--- config.mk ---
export PLATFORM = sky130hd
export DESIGN_NAME = etc1_block_decoder_core
export DESIGN_NICKNAME = d
export VERILOG_FILES = /design/src/etc1d_pkg.sv /design/src/etc1_block_decoder_core.sv /design/src/etc1d_unpack.sv /design/src/etc1d_select.sv /design/src/etc1d_shade.sv
export SDC_FILE = /design/constraint.sdc
export NUM_CORES = 1
export LEC_CHECK = 0
export BUFFER_PORTS_ARGS = -buffer_cell sky130_fd_sc_hd__buf_2
export CAP_MARGIN = 30
export CORE_MARGIN = 1.5
export CORE_UTILIZATION = 30
export DETAILED_ROUTE_END_ITERATION = 8
export SYNTH_ARGS = -nofsm -noshare
export SYNTH_HDL_FRONTEND = slang
export SYNTH_HIERARCHICAL = 1
export SYNTH_SLANG_ARGS = --single-unit
export TNS_END_PERCENT = 30
--- constraint.sdc ---
create_clock -name clk -period 4.61 [get_ports clk]
set_input_delay 0.2305 -clock clk [delete_from_list [all_inputs] [get_ports clk]]
set_output_delay 0.2305 -clock clk [all_outputs]
set_load 0.01 [all_outputs]
--- src/etc1d_pkg.sv ---
// Package for the ETC1 block decoder.
// Holds the stage payload structs, the modifier table and the index remap.
// Has no dependencies. All other files use it by scoped names.
package etc1d_pkg;

    localparam int CH_N  = 3;
    localparam int MOD_W = 9;

    // Pixel counter value of the sixteenth pixel of a block.
    localparam logic [3:0] PIX_LAST = 4'hF;

    typedef logic signed [MOD_W-1:0] modifier_t;

    // A decoded block as held while its pixels are issued.
    typedef struct packed {
        logic [CH_N-1:0][7:0] base1;
        logic [CH_N-1:0][7:0] base2;
        logic [2:0]           code1;
        logic [2:0]           code2;
        logic                 flip;
        logic [15:0]          msb_plane;
        logic [15:0]          lsb_plane;
    } block_t;

    // One pixel with its subblock base and modifier chosen.
    typedef struct packed {
        logic [1:0]           row;
        logic [1:0]           col;
        logic [CH_N-1:0][7:0] base;
        modifier_t            modifier;
        logic                 last;
    } texel_t;

    // One pixel with its channels clamped.
    typedef struct packed {
        logic [1:0] row;
        logic [1:0] col;
        logic [7:0] red;
        logic [7:0] green;
        logic [7:0] blue;
        logic       last;
    } colour_t;

    localparam modifier_t MOD_TAB [8][4] = '{
        '{-9'sd8,   -9'sd2,  9'sd2,  9'sd8},
        '{-9'sd17,  -9'sd5,  9'sd5,  9'sd17},
        '{-9'sd29,  -9'sd9,  9'sd9,  9'sd29},
        '{-9'sd42,  -9'sd13, 9'sd13, 9'sd42},
        '{-9'sd60,  -9'sd18, 9'sd18, 9'sd60},
        '{-9'sd80,  -9'sd24, 9'sd24, 9'sd80},
        '{-9'sd106, -9'sd33, 9'sd33, 9'sd106},
        '{-9'sd183, -9'sd47, 9'sd47, 9'sd183}
    };

    // The stored two-bit index does not run in table order.
    function automatic logic [1:0] remap_index(input logic [1:0] sel);
        logic [1:0] t;
        case (sel)
            2'd0:    t = 2'd2;
            2'd1:    t = 2'd3;
            2'd2:    t = 2'd1;
            default: t = 2'd0;
        endcase
        return t;
    endfunction

    function automatic logic [7:0] expand5(input logic [4:0] v);
        return {v, v[4:2]};
    endfunction

endpackage

--- src/etc1_block_decoder_core.sv ---
// Top level of the ETC1 block decoder.
// Connects the block sequencer, the select stage and the shading stages.
// Depends on etc1d_pkg, etc1d_unpack, etc1d_select and etc1d_shade.
//
// Usage: one 64-bit ETC1 block enters on the block channel as header_word
// and index_word with block_valid; a transfer happens at a rising edge where
// block_valid is high and block_stall is low. The block's sixteen pixels
// leave on the pixel channel in row-major order, each with its row, column,
// RGB888 channels, RGB565 word and last_pixel set on the sixteenth.
// The first pixel of a block passes the select, clamp and output registers.
// Throughput: one pixel per cycle while pixel_stall is low; the block
// register issues one pixel slot a cycle and takes the next block on
// the same edge that its sixteenth pixel moves on.
// Reset clears every valid bit and the pixel counter; no block is held.
// When the receiver raises pixel_stall the output pixel holds, the stages
// behind it fill up and block_stall stays high; nothing is lost or repeated.
module etc1_block_decoder_core (
    input  logic        clk,
    input  logic        rst_n,
    input  logic        block_valid,
    output logic        block_stall,
    input  logic [31:0] header_word,
    input  logic [31:0] index_word,
    output logic        pixel_valid,
    input  logic        pixel_stall,
    output logic [1:0]  pixel_row,
    output logic [1:0]  pixel_col,
    output logic [7:0]  red,
    output logic [7:0]  green,
    output logic [7:0]  blue,
    output logic [15:0] rgb565,
    output logic        last_pixel
);

    logic              blk_valid;
    etc1d_pkg::block_t blk;
    logic [3:0]        pix_cnt;
    logic              sel_ready;
    logic              tex_valid;
    etc1d_pkg::texel_t tex;
    logic              shade_ready;

    etc1d_unpack u_unpack (
        .clk         (clk),
        .rst_n       (rst_n),
        .block_valid (block_valid),
        .block_stall (block_stall),
        .header_word (header_word),
        .index_word  (index_word),
        .blk_valid   (blk_valid),
        .blk         (blk),
        .pix_cnt     (pix_cnt),
        .next_ready  (sel_ready)
    );

    etc1d_select u_select (
        .clk        (clk),
        .rst_n      (rst_n),
        .blk_valid  (blk_valid),
        .blk        (blk),
        .pix_cnt    (pix_cnt),
        .this_ready (sel_ready),
        .tex_valid  (tex_valid),
        .tex        (tex),
        .next_ready (shade_ready)
    );

    etc1d_shade u_shade (
        .clk         (clk),
        .rst_n       (rst_n),
        .tex_valid   (tex_valid),
        .tex         (tex),
        .this_ready  (shade_ready),
        .pixel_valid (pixel_valid),
        .pixel_stall (pixel_stall),
        .pixel_row   (pixel_row),
        .pixel_col   (pixel_col),
        .red         (red),
        .green       (green),
        .blue        (blue),
        .rgb565      (rgb565),
        .last_pixel  (last_pixel)
    );

endmodule

--- src/etc1d_unpack.sv ---
// Block register and pixel sequencer of the ETC1 block decoder.
// Decodes the base colours on entry and issues sixteen pixel slots.
// Depends on etc1d_pkg.
module etc1d_unpack (
    input  logic              clk,
    input  logic              rst_n,
    input  logic              block_valid,
    output logic              block_stall,
    input  logic [31:0]       header_word,
    input  logic [31:0]       index_word,
    output logic              blk_valid,
    output etc1d_pkg::block_t blk,
    output logic [3:0]        pix_cnt,
    input  logic              next_ready
);

    logic              blk_valid_reg, blk_valid_next;
    logic [3:0]        cnt_reg, cnt_next;
    etc1d_pkg::block_t blk_reg, blk_next;
    logic              advance, done, accept;
    logic [7:0]        byte_v;
    logic [4:0]        c5, sum5;
    logic [2:0]        d3;

    assign advance     = blk_valid_reg && next_ready;
    assign done        = advance && (cnt_reg == etc1d_pkg::PIX_LAST);
    assign block_stall = blk_valid_reg && !done;
    assign accept      = block_valid && !block_stall;

    always_comb
    begin
        blk_next           = blk_reg;
        blk_next.code1     = header_word[7:5];
        blk_next.code2     = header_word[4:2];
        blk_next.flip      = header_word[0];
        blk_next.msb_plane = index_word[31:16];
        blk_next.lsb_plane = index_word[15:0];
        byte_v = 8'h00;
        c5     = 5'd0;
        d3     = 3'd0;
        sum5   = 5'd0;
        for (int ch = 0; ch < etc1d_pkg::CH_N; ch++)
        begin
            byte_v = header_word[31 - 8*ch -: 8];
            c5     = byte_v[7:3];
            d3     = byte_v[2:0];
            // The delta is signed and the sum wraps within five bits.
            sum5   = c5 + {{2{d3[2]}}, d3};
            if (header_word[1])
            begin
                blk_next.base1[ch] = etc1d_pkg::expand5(c5);
                blk_next.base2[ch] = etc1d_pkg::expand5(sum5);
            end
            else
            begin
                blk_next.base1[ch] = {byte_v[7:4], byte_v[7:4]};
                blk_next.base2[ch] = {byte_v[3:0], byte_v[3:0]};
            end
        end
    end

    always_comb
    begin
        blk_valid_next = blk_valid_reg;
        if (accept)
            blk_valid_next = 1'b1;
        else if (done)
            blk_valid_next = 1'b0;
        cnt_next = advance ? cnt_reg + 4'd1 : cnt_reg;
    end

    always_ff @(posedge clk or negedge rst_n)
    begin
        if (!rst_n)
        begin
            blk_valid_reg <= 1'b0;
            cnt_reg       <= 4'd0;
        end
        else
        begin
            blk_valid_reg <= blk_valid_next;
            cnt_reg       <= cnt_next;
        end
    end

    always_ff @(posedge clk)
    begin
        if (accept)
            blk_reg <= blk_next;
    end

    assign blk_valid = blk_valid_reg;
    assign blk       = blk_reg;
    assign pix_cnt   = cnt_reg;

    // A new block only enters once the previous one has issued all its pixels.
    a_accept_at_end: assert property (@(posedge clk) disable iff (!rst_n)
        accept |-> (!blk_valid_reg || done))
        else $error("block accepted while pixels remain");

    // Every accepted block starts from the first pixel.
    a_start_at_zero: assert property (@(posedge clk) disable iff (!rst_n)
        accept |=> (cnt_reg == 4'd0))
        else $error("block does not start at pixel zero");

endmodule

--- src/etc1d_select.sv ---
// Pixel select stage of the ETC1 block decoder.
// Picks the subblock base and the modifier of one pixel and registers them.
// Depends on etc1d_pkg.
module etc1d_select (
    input  logic              clk,
    input  logic              rst_n,
    input  logic              blk_valid,
    input  etc1d_pkg::block_t blk,
    input  logic [3:0]        pix_cnt,
    output logic              this_ready,
    output logic              tex_valid,
    output etc1d_pkg::texel_t tex,
    input  logic              next_ready
);

    logic              tex_valid_reg, tex_valid_next;
    etc1d_pkg::texel_t tex_reg, tex_next;
    logic [1:0]        row, col, sel, t;
    logic [3:0]        bit_idx;
    logic              first;

    assign this_ready = !tex_valid_reg || next_ready;

    always_comb
    begin
        row     = pix_cnt[3:2];
        col     = pix_cnt[1:0];
        // Index planes run column by column.
        bit_idx = {col, row};
        sel     = {blk.msb_plane[bit_idx], blk.lsb_plane[bit_idx]};
        t       = etc1d_pkg::remap_index(sel);
        first   = blk.flip ? !row[1] : !col[1];
        tex_next.row      = row;
        tex_next.col      = col;
        tex_next.base     = first ? blk.base1 : blk.base2;
        tex_next.modifier = etc1d_pkg::MOD_TAB[first ? blk.code1 : blk.code2][t];
        tex_next.last     = (pix_cnt == etc1d_pkg::PIX_LAST);
    end

    always_comb
    begin
        tex_valid_next = tex_valid_reg;
        if (this_ready)
            tex_valid_next = blk_valid;
    end

    always_ff @(posedge clk or negedge rst_n)
    begin
        if (!rst_n)
            tex_valid_reg <= 1'b0;
        else
            tex_valid_reg <= tex_valid_next;
    end

    always_ff @(posedge clk)
    begin
        if (this_ready && blk_valid)
            tex_reg <= tex_next;
    end

    assign tex_valid = tex_valid_reg;
    assign tex       = tex_reg;

    // A held pixel is not overwritten while the next stage is full.
    a_hold: assert property (@(posedge clk) disable iff (!rst_n)
        (tex_valid_reg && !next_ready) |=> (tex_valid_reg && $stable(tex_reg)))
        else $error("held pixel lost in select stage");

endmodule

--- src/etc1d_shade.sv ---
// Shading stages of the ETC1 block decoder.
// Adds the modifier with clamping, then packs RGB565 into the output register.
// Depends on etc1d_pkg.
module etc1d_shade (
    input  logic              clk,
    input  logic              rst_n,
    input  logic              tex_valid,
    input  etc1d_pkg::texel_t tex,
    output logic              this_ready,
    output logic              pixel_valid,
    input  logic              pixel_stall,
    output logic [1:0]        pixel_row,
    output logic [1:0]        pixel_col,
    output logic [7:0]        red,
    output logic [7:0]        green,
    output logic [7:0]        blue,
    output logic [15:0]       rgb565,
    output logic              last_pixel
);

    logic               c_valid_reg, c_valid_next;
    etc1d_pkg::colour_t c_reg, c_next;
    logic               o_valid_reg, o_valid_next;
    etc1d_pkg::colour_t o_reg;
    logic [15:0]        o565_reg;
    logic               out_ready;
    logic [2:0][7:0]    chan;
    logic signed [9:0]  sum;

    assign out_ready  = !o_valid_reg || !pixel_stall;
    assign this_ready = !c_valid_reg || out_ready;

    always_comb
    begin
        chan = '0;
        sum  = '0;
        for (int ch = 0; ch < etc1d_pkg::CH_N; ch++)
        begin
            sum = signed'({2'b00, tex.base[ch]}) + {tex.modifier[8], tex.modifier};
            // The sum stays within -183..438, so bit 9 marks an underflow and bit 8 then marks an overflow.
            if (sum[9])
                chan[ch] = 8'h00;
            else if (sum[8])
                chan[ch] = 8'hFF;
            else
                chan[ch] = sum[7:0];
        end
        c_next.row   = tex.row;
        c_next.col   = tex.col;
        c_next.red   = chan[0];
        c_next.green = chan[1];
        c_next.blue  = chan[2];
        c_next.last  = tex.last;
    end

    always_comb
    begin
        c_valid_next = c_valid_reg;
        if (this_ready)
            c_valid_next = tex_valid;
        o_valid_next = o_valid_reg;
        if (out_ready)
            o_valid_next = c_valid_reg;
    end

    always_ff @(posedge clk or negedge rst_n)
    begin
        if (!rst_n)
        begin
            c_valid_reg <= 1'b0;
            o_valid_reg <= 1'b0;
        end
        else
        begin
            c_valid_reg <= c_valid_next;
            o_valid_reg <= o_valid_next;
        end
    end

    always_ff @(posedge clk)
    begin
        if (this_ready && tex_valid)
            c_reg <= c_next;
        if (out_ready && c_valid_reg)
        begin
            o_reg    <= c_reg;
            o565_reg <= {c_reg.red[7:3], c_reg.green[7:2], c_reg.blue[7:3]};
        end
    end

    assign pixel_valid = o_valid_reg;
    assign pixel_row   = o_reg.row;
    assign pixel_col   = o_reg.col;
    assign red         = o_reg.red;
    assign green       = o_reg.green;
    assign blue        = o_reg.blue;
    assign rgb565      = o565_reg;
    assign last_pixel  = o_reg.last;

    // A clamped pixel waiting behind a stalled output is kept.
    a_clamp_hold: assert property (@(posedge clk) disable iff (!rst_n)
        (c_valid_reg && !out_ready) |=> (c_valid_reg && $stable(c_reg)))
        else $error("clamped pixel lost behind stalled output");

    // The packed word always matches the channels shown beside it.
    a_pack: assert property (@(posedge clk) disable iff (!rst_n)
        o_valid_reg |-> (rgb565 == {red[7:3], green[7:2], blue[7:3]}))
        else $error("rgb565 does not match channels");

endmodule
==> qor.yml, run 1 <==
overflow: 0
synth_common_cells: "edfxtp_1, nand2_1, ha_1, a21oi_1, inv_1"
r2r-end: "u_select/tex[1]"
combPwrFrac_pct: 41.6
wl_per_cell_um: 14.5
drtAntennaViolNets: 0
fin_cells: 1284
cts_tree: "yes"
drt_iter0_markers: 318
drtPass1Iterations: 5
clkTransAtPathRegs_ns: 0.07
synth-compound-area-share_pct: 10.9
max_freq_mhz: 242
cts_buffers: 17
dr_total_vias: 5830
p_switching_mw: 2.73
yosysTopAreaCell: "edfxtp_1"
reg2reg_slack_ns: 0.49
htreeDepth: 4
async_flop_share_pct: 4.19
die-area_mm2: 0.0327
antenna_found_initial: 0
grt_pass1_wl_mm: 29.8
min_period_ns: 4.12
grt_pass1_vias: 5637
power.density_mw_per_mm2: 655
area_growth_pct: 20.3
avgSynthCellArea_um2: 13.0
yosys_warnings: 6
initial_core_util_pct: 30.7
rsz0062_at_grt: "no"
core-area_mm2: 0.0309
seqPwrFrac_pct: 37.7
synthMuxAreaShare_pct: 5.45
cts_root_buf: "clkbuf_16"
switching_share_pct: 36.5
finalSetupTns_ns: 0
grt_max_degree: 71
num_io_pins: 115
synth_flop_cell: "edfxtp_1"
synth_simple_gate_area_share_pct: 9.53
post-place-cells: 1209
synth_cell_type_count: 68
netlist_instances: 732
vdd_drop_max_v: 0.000311
hold_viol: 0
seqCellArea_mm2: 0.00570
drive_gt1_share_pct: 22.5
die_h_um: 181
synth_top_family_by_area: "compound AO/OA/AOI/OAI gates"
cts_buffer_depth: 2
die_w_um: 181
hold-path-cell-count: 1
slew_viol_final: 0
synth_top_area_share_pct: 57.8
routed_wirelength_mm: 18.6
drcViolationCount: 0
row_count: 64
synth_fp_nets: 853
p_leak_nw: 4.48
timing.max_cap.violations: 0
clkLatencyLatePin_ns: 0.44
crit_type: "flop to flop"
grt_usage_pct: 11.6
synth_edf_count: 183
endpoint_kind: "flop"
nets: 996
final-setup-viol-count: 0
fill_cells: 3001
hold_class: "primary input to flop"
syn_area_mm2: 0.00950
ys_seq_area_share_pct: 59.9
crit_fanout: 13
reg2reg_from: "u_unpack/pix_cnt[2]"
status: "complete, no violations"
relSlewSlack_pct: 38.8
post_cts_resized: 0
ys_ff_latch: 191
largest_register_ffs: 87
gp_congestion: 0.830
multi_input_area_mm2: 0.00343
required_ns: 4.78
via_per_inst: 4.54
port_buffers: 114
synthAdderAreaFrac_pct: 7.45
clock_sinks: 191
fin_skew_ns: 0.0138
worst_pin_slew_ns: 0.919
p_int_mw: 4.76
whs_endpoint: "u_unpack/blk[67]"
reg2regPathDepth: 10
power_frac_clock_pct: 20.7
arrival_ns: 4.29
yosysMostFrequentCell: "edfxtp_1"
hpwl_mm: 13.2
post_cts_buffers: 0
critical_path.startpoint_type: "flop"
n_antenna_cell: 0
fin_crit_sh_pct: 89.5
min_from: "header_word[28]"
synth.area.top_cells: "edfxtp_1, ha_1, nand2_1"
yosys.area_share.xor_xnor_pct: 2.67
==> what timing repair did <==
action / CTS / global route
hold endpoints to repair: 50 / 0
hold buffers: 43 / 0
setup endpoints to repair: 0 / 0
==> power groups by stage <==
stage               Clock, mW  Sequential (mW)  Combinational, mW
global placement            0             2.87               3.01
global route             1.66             2.88               3.49
CTS                      1.60             2.84               3.10
floorplan                   0             2.77               2.46
finish                   1.55             2.83               3.11
detailed placement          0             2.87               3.05
==> cell usage in the layout (no fill, tap or decap), drive strengths merged, types with 6 or more instances in the layout <==
cell type | synthesis | final
xor2 | 12 | 12
a21oi | 49 | 49
a21o | 12 | 12
buf | 29 | 119
o21ai | 25 | 25
nand2 | 112 | 112
nand3 | 8 | 8
xnor2 | 17 | 17
inv | 36 | 40
dfrtp | 8 | 8
nor2 | 31 | 31
mux2i | 10 | 10
mux2 | 17 | 17
nor2b | 6 | 6
edfxtp | 183 | 183
mux4 | 9 | 9
a211oi | 10 | 10
nand2b | 21 | 21
fa | 6 | 6
ha | 47 | 47
clkbuf | 9 | 17
clkinv | 1 | 7
dlygate4sd3 | 0 | 43
a211o | 6 | 6
o21a | 11 | 11
==> how the worst max path moves through the flow <==
stage                   startpoint              end  slack (ns)
2_1_floorplan  u_shade/pixel_valid  u_unpack/blk[0]        1.22
3_3_place_gp   u_unpack/pix_cnt[2]  u_select/tex[1]        0.57
3_5_place_dp   u_unpack/pix_cnt[2]  u_select/tex[1]        0.51
4_1_cts        u_unpack/pix_cnt[2]  u_select/tex[1]        0.47
5_1_grt        u_unpack/pix_cnt[2]  u_select/tex[1]        0.20
6_report       u_unpack/pix_cnt[2]  u_select/tex[1]        0.49
==> kinds of logic (layout without fill, tap and decap cells) <==
group | Yosys count | in the layout
AO/OA/AOI/OAI | 148 | 148
XOR/XNOR | 29 | 29
adder cells (fa/ha/maj) | 53 | 53
buffers and inverters | 75 | 231
flip-flops | 191 | 191
multiplexers | 36 | 36
AND/OR/NAND/NOR | 200 | 200
==> layout make-up <==
| cell class | instances | share of cell area, % |
|---|---|---|
| clock buffers | 17 | 3.72 |
| flip-flops and latches | 191 | 49.8 |
| multi-input cells | 466 | 30.0 |
| inverters | 37 | 1.21 |
| well taps | 396 | 4.33 |
| clock inverters | 15 | 1.80 |
| repair buffers | 162 | 9.08 |
==> metal layers <==
layer / routed length [um] / global-route usage (%) / part of all wire [%] / vias to the layer above
met5: 0 / 0 / 0 / -
met4: 241 / 4.10 / 1.3 / 0
met2: 8320 / 17.8 / 45 / 135
met1: 9360 / 16.4 / 50 / 2726
li1: - / - / - / 2955
met3: 721 / 2.02 / 3.9 / 14
==> worst max-delay path, stage by stage (launching register included) <==
cell,delay (ns)
dfrtp_1,0.78
mux4_1,0.64
mux2_2,0.28
nand2_1,0.07
o21a_1,0.17
inv_1,0.06
ha_1,0.17
nor2_1,0.49
clkinv_1,0.41
xor2_1,0.27
mux4_2,0.52
==> through the flow <==
stage	area, um^2	power [mW]	util [%]	hold slack (ns)	worst slack (ns)
after detailed placement	10400	5.92	33.5	0.0854	0.507
after global placement	10400	5.87	33.5	0.0812	0.572
after floorplan	9500	5.23	-	-0.0651	1.22
final	11400	7.49	37.0	0.0361	0.485
after CTS	11400	7.54	37.0	0.00763	0.471
after global routing	11400	8.03	37.0	0.0277	0.199
(Power assumes the default switching activity.)
==> run 2: changes to the inputs <==
--- a/config.mk
+++ b/config.mk
@@ -5,11 +5,11 @@
 export SDC_FILE = /design/constraint.sdc
 export NUM_CORES = 1
 export LEC_CHECK = 0
-export BUFFER_PORTS_ARGS = -buffer_cell sky130_fd_sc_hd__buf_2
 export CAP_MARGIN = 30
 export CORE_MARGIN = 1.5
 export CORE_UTILIZATION = 30
 export DETAILED_ROUTE_END_ITERATION = 8
+export DONT_BUFFER_PORTS = 1
 export SYNTH_ARGS = -nofsm -noshare
 export SYNTH_HDL_FRONTEND = slang
 export SYNTH_HIERARCHICAL = 1
==> run 2 against run 1 <==
Non-clock buffer count fell by 90. Clock power down 12%. Register-to-register slack improved by 0.20 ns. Sequential power up 2%. Global-route usage hardly changed. Setup slack improved by 0.20 ns. Total power is 4.0% lower. Wire length shrank 0.24%. Worst hold slack worse by 0.019 ns. Critical path depth is the same. Fmax increased by 5.1%. Sequential share of layout area up 1.8 points. Largest cell class unchanged.
==> qor.yml, run 2 (synthesis gave the netlist of run 1 again) <==
hold_viol: 0  # unchanged
worst-path-buf-inv: 2  # unchanged
cp_slowest_cell: "mux4_1"
final-setup-viol-count: 0  # unchanged
seqCellArea_mm2: 0.00570  # unchanged
drive_gt1_share_pct: 10.7  # -12 points
port_buffers: 0  # -100%
drtAntennaViolNets: 0  # unchanged
utilization_pct: 35.7  # -1.3 points
min_from: "header_word[1]"
combPwrFrac_pct: 41.0  # -0.6 points
fin_crit_sh_pct: 85.1  # -4.4 points
arrival_ns: 4.10  # -0.19 ns
nets: 906  # -9.0%
die_w_um: 181  # unchanged
htreeDepth: 4  # unchanged
seqPwrFrac_pct: 40.1  # +2.4 points
timing.max_cap.violations: 0  # unchanged
row_count: 64  # unchanged
core-area_mm2: 0.0309  # unchanged
grt_usage_pct: 11.6  # about the same
r2r-end: "u_select/tex[1]"
crit_type: "flop to flop"
mostFrequentLayoutCell: "edfxtp_1"
slew_viol_final: 0  # unchanged
vdd_drop_max_v: 0.000365  # +18%
largest_register_ffs: 87  # unchanged
most-common-layout-cells: "edfxtp_1, nand2_1, dlygate4sd3_1, ha_1, a21oi_1"
crit_fanout: 11  # -2
reg2reg_from: "u_unpack/pix_cnt[2]"
post_cts_resized: 0  # unchanged
finalSetupTns_ns: 0  # unchanged
fill_cells: 3032  # +1.0%
drt_iter0_markers: 330  # +3.8%
path_cells: "mux4_1 -> mux2_2 -> nand2_1 -> o21a_1 -> inv_1 -> ha_1 -> nor2_1 -> clkinv_1 -> xor2_1 -> mux4_2"
min_period_ns: 3.92  # -0.201 ns
num_io_pins: 115  # unchanged
cts_buffer_depth: 2  # unchanged
p_leak_nw: 4.09  # -8.6%
via_per_inst: 4.61  # +1.5%
cts_root_buf: "clkbuf_16"
switching_share_pct: 37.1  # +0.58 points
hold_class: "primary input to flop"
clkTransAtPathRegs_ns: 0.07  # about the same
initial_core_util_pct: 30.7  # unchanged
whs_endpoint: "u_unpack/blk[65]"
drtPass1Iterations: 4  # -1
cp_top_family: "multiplexers"
gp_congestion: 0.844  # +1.7%
cts_buffers: 17  # unchanged
slowest_delay_ns: 0.61  # -0.17 ns
drcViolationCount: 0  # unchanged
area_growth_pct: 16.1
routed_wirelength_mm: 18.6  # -0.24%
hpwl_mm: 13.0  # -1.5%
reg2regPathDepth: 10  # unchanged
power.density_mw_per_mm2: 652  # -0.48%
required_ns: 4.79  # about the same
multi_input_area_mm2: 0.00343  # unchanged
clock_sinks: 191  # unchanged
clkLatencyLatePin_ns: 0.44  # about the same
status: "complete, no violations"
die_h_um: 181  # unchanged
die-area_mm2: 0.0327  # unchanged
grt_pass1_vias: 5379  # -4.6%
worst_pin_slew_ns: 0.691  # -0.228 ns
hold-path-cell-count: 2  # +1
power_frac_clock_pct: 18.9  # -1.8 points
wl_per_cell_um: 15.6  # +7.3%
reg2reg_slack_ns: 0.69  # +0.20 ns
antenna_found_initial: 0  # unchanged
relSlewSlack_pct: 53.8  # +15 points
cts_tree: "yes"
rsz0062_at_grt: "no"
endpoint_kind: "flop"
grt_pass1_wl_mm: 29.4  # -1.2%
p_int_mw: 4.53  # -4.9%
overflow: 0  # unchanged
critical_path.startpoint_type: "flop"
grt_max_degree: 75  # +5.6%
max_freq_mhz: 255  # +5.1%
dr_total_vias: 5502  # -5.6%
fin_skew_ns: 0.0197  # +0.00587 ns
n_antenna_cell: 0  # unchanged
p_switching_mw: 2.67  # -2.4%
## run 2: changes by cell type in the layout (fill, tap and decap cells not counted), sizes merged
cell	delta
dlygate4sd3	+22
clkinvlp	+2
buf	-112
clkbuf	+3
clkinv	-3
bufinv	-3
inv	+1
## run 2: layout make-up
class | count | share of cell area [%]
Clock inverter | 12 | 0.976
Inverter | 37 | 1.26
Sequential cell | 191 | 51.6
Clock buffer | 20 | 3.96
Tap cell | 396 | 4.49
Multi-Input combinational cell | 466 | 31.1
Timing Repair Buffer | 72 | 6.56
## run 2: worst max path at each step
stage	startpoint	end	slack (ns)	depth (start not counted)
final	u_unpack/pix_cnt[2]	u_select/tex[1]	0.69	10
after detailed placement	u_unpack/pix_cnt[2]	u_select/tex[1]	0.72	10
after floorplan	u_shade/pixel_valid	u_unpack/blk[0]	1.22	5
after global placement	u_unpack/pix_cnt[2]	u_select/tex[1]	0.85	10
after CTS	u_unpack/pix_cnt[2]	u_select/tex[1]	0.71	10
after global routing	u_unpack/pix_cnt[2]	u_select/tex[1]	0.44	10
## run 2: what timing repair did
| item | in CTS | in global routing |
|---|---|---|
| hold buffers | 63 | 2 |
| endpoints found under the hold margin | 86 | 5 |
| buffers inserted | 0 | 0 |
## run 2: per-layer routing
metal	GRT usage, %	up-vias	routed length [um]
met2	17.2	157	8150
met4	4.03	0	235
met1	15.9	2561	9140
li1	-	2770	-
met3	3.53	14	1070
met5	0	-	0
## run 2: power groups by stage
stage	clock network [mW]	logic (mW)	registers (mW)
2_1_floorplan	0	2.46	2.77
3_3_place_gp	0	2.83	2.93
3_5_place_dp	0	2.86	2.94
4_1_cts	1.41	2.94	2.90
5_1_grt	1.47	3.30	2.94
6_report	1.36	2.95	2.88
## run 2: metrics by stage
stage                     worst slack [ns]  hold WS, ns  instance area (um^2)  power, mW  instances
after global placement               0.854      -0.0649                  9810       5.76       1096
after CTS                            0.705     0.000207                 11000       7.25       1191
final                                0.686       0.0168                 11000       7.19       1194
after global routing                 0.435     0.000956                 11000       7.71       1194
after detailed placement             0.720      -0.0649                  9810       5.80       1096
after floorplan                       1.22      -0.0651                  9500       5.23        732
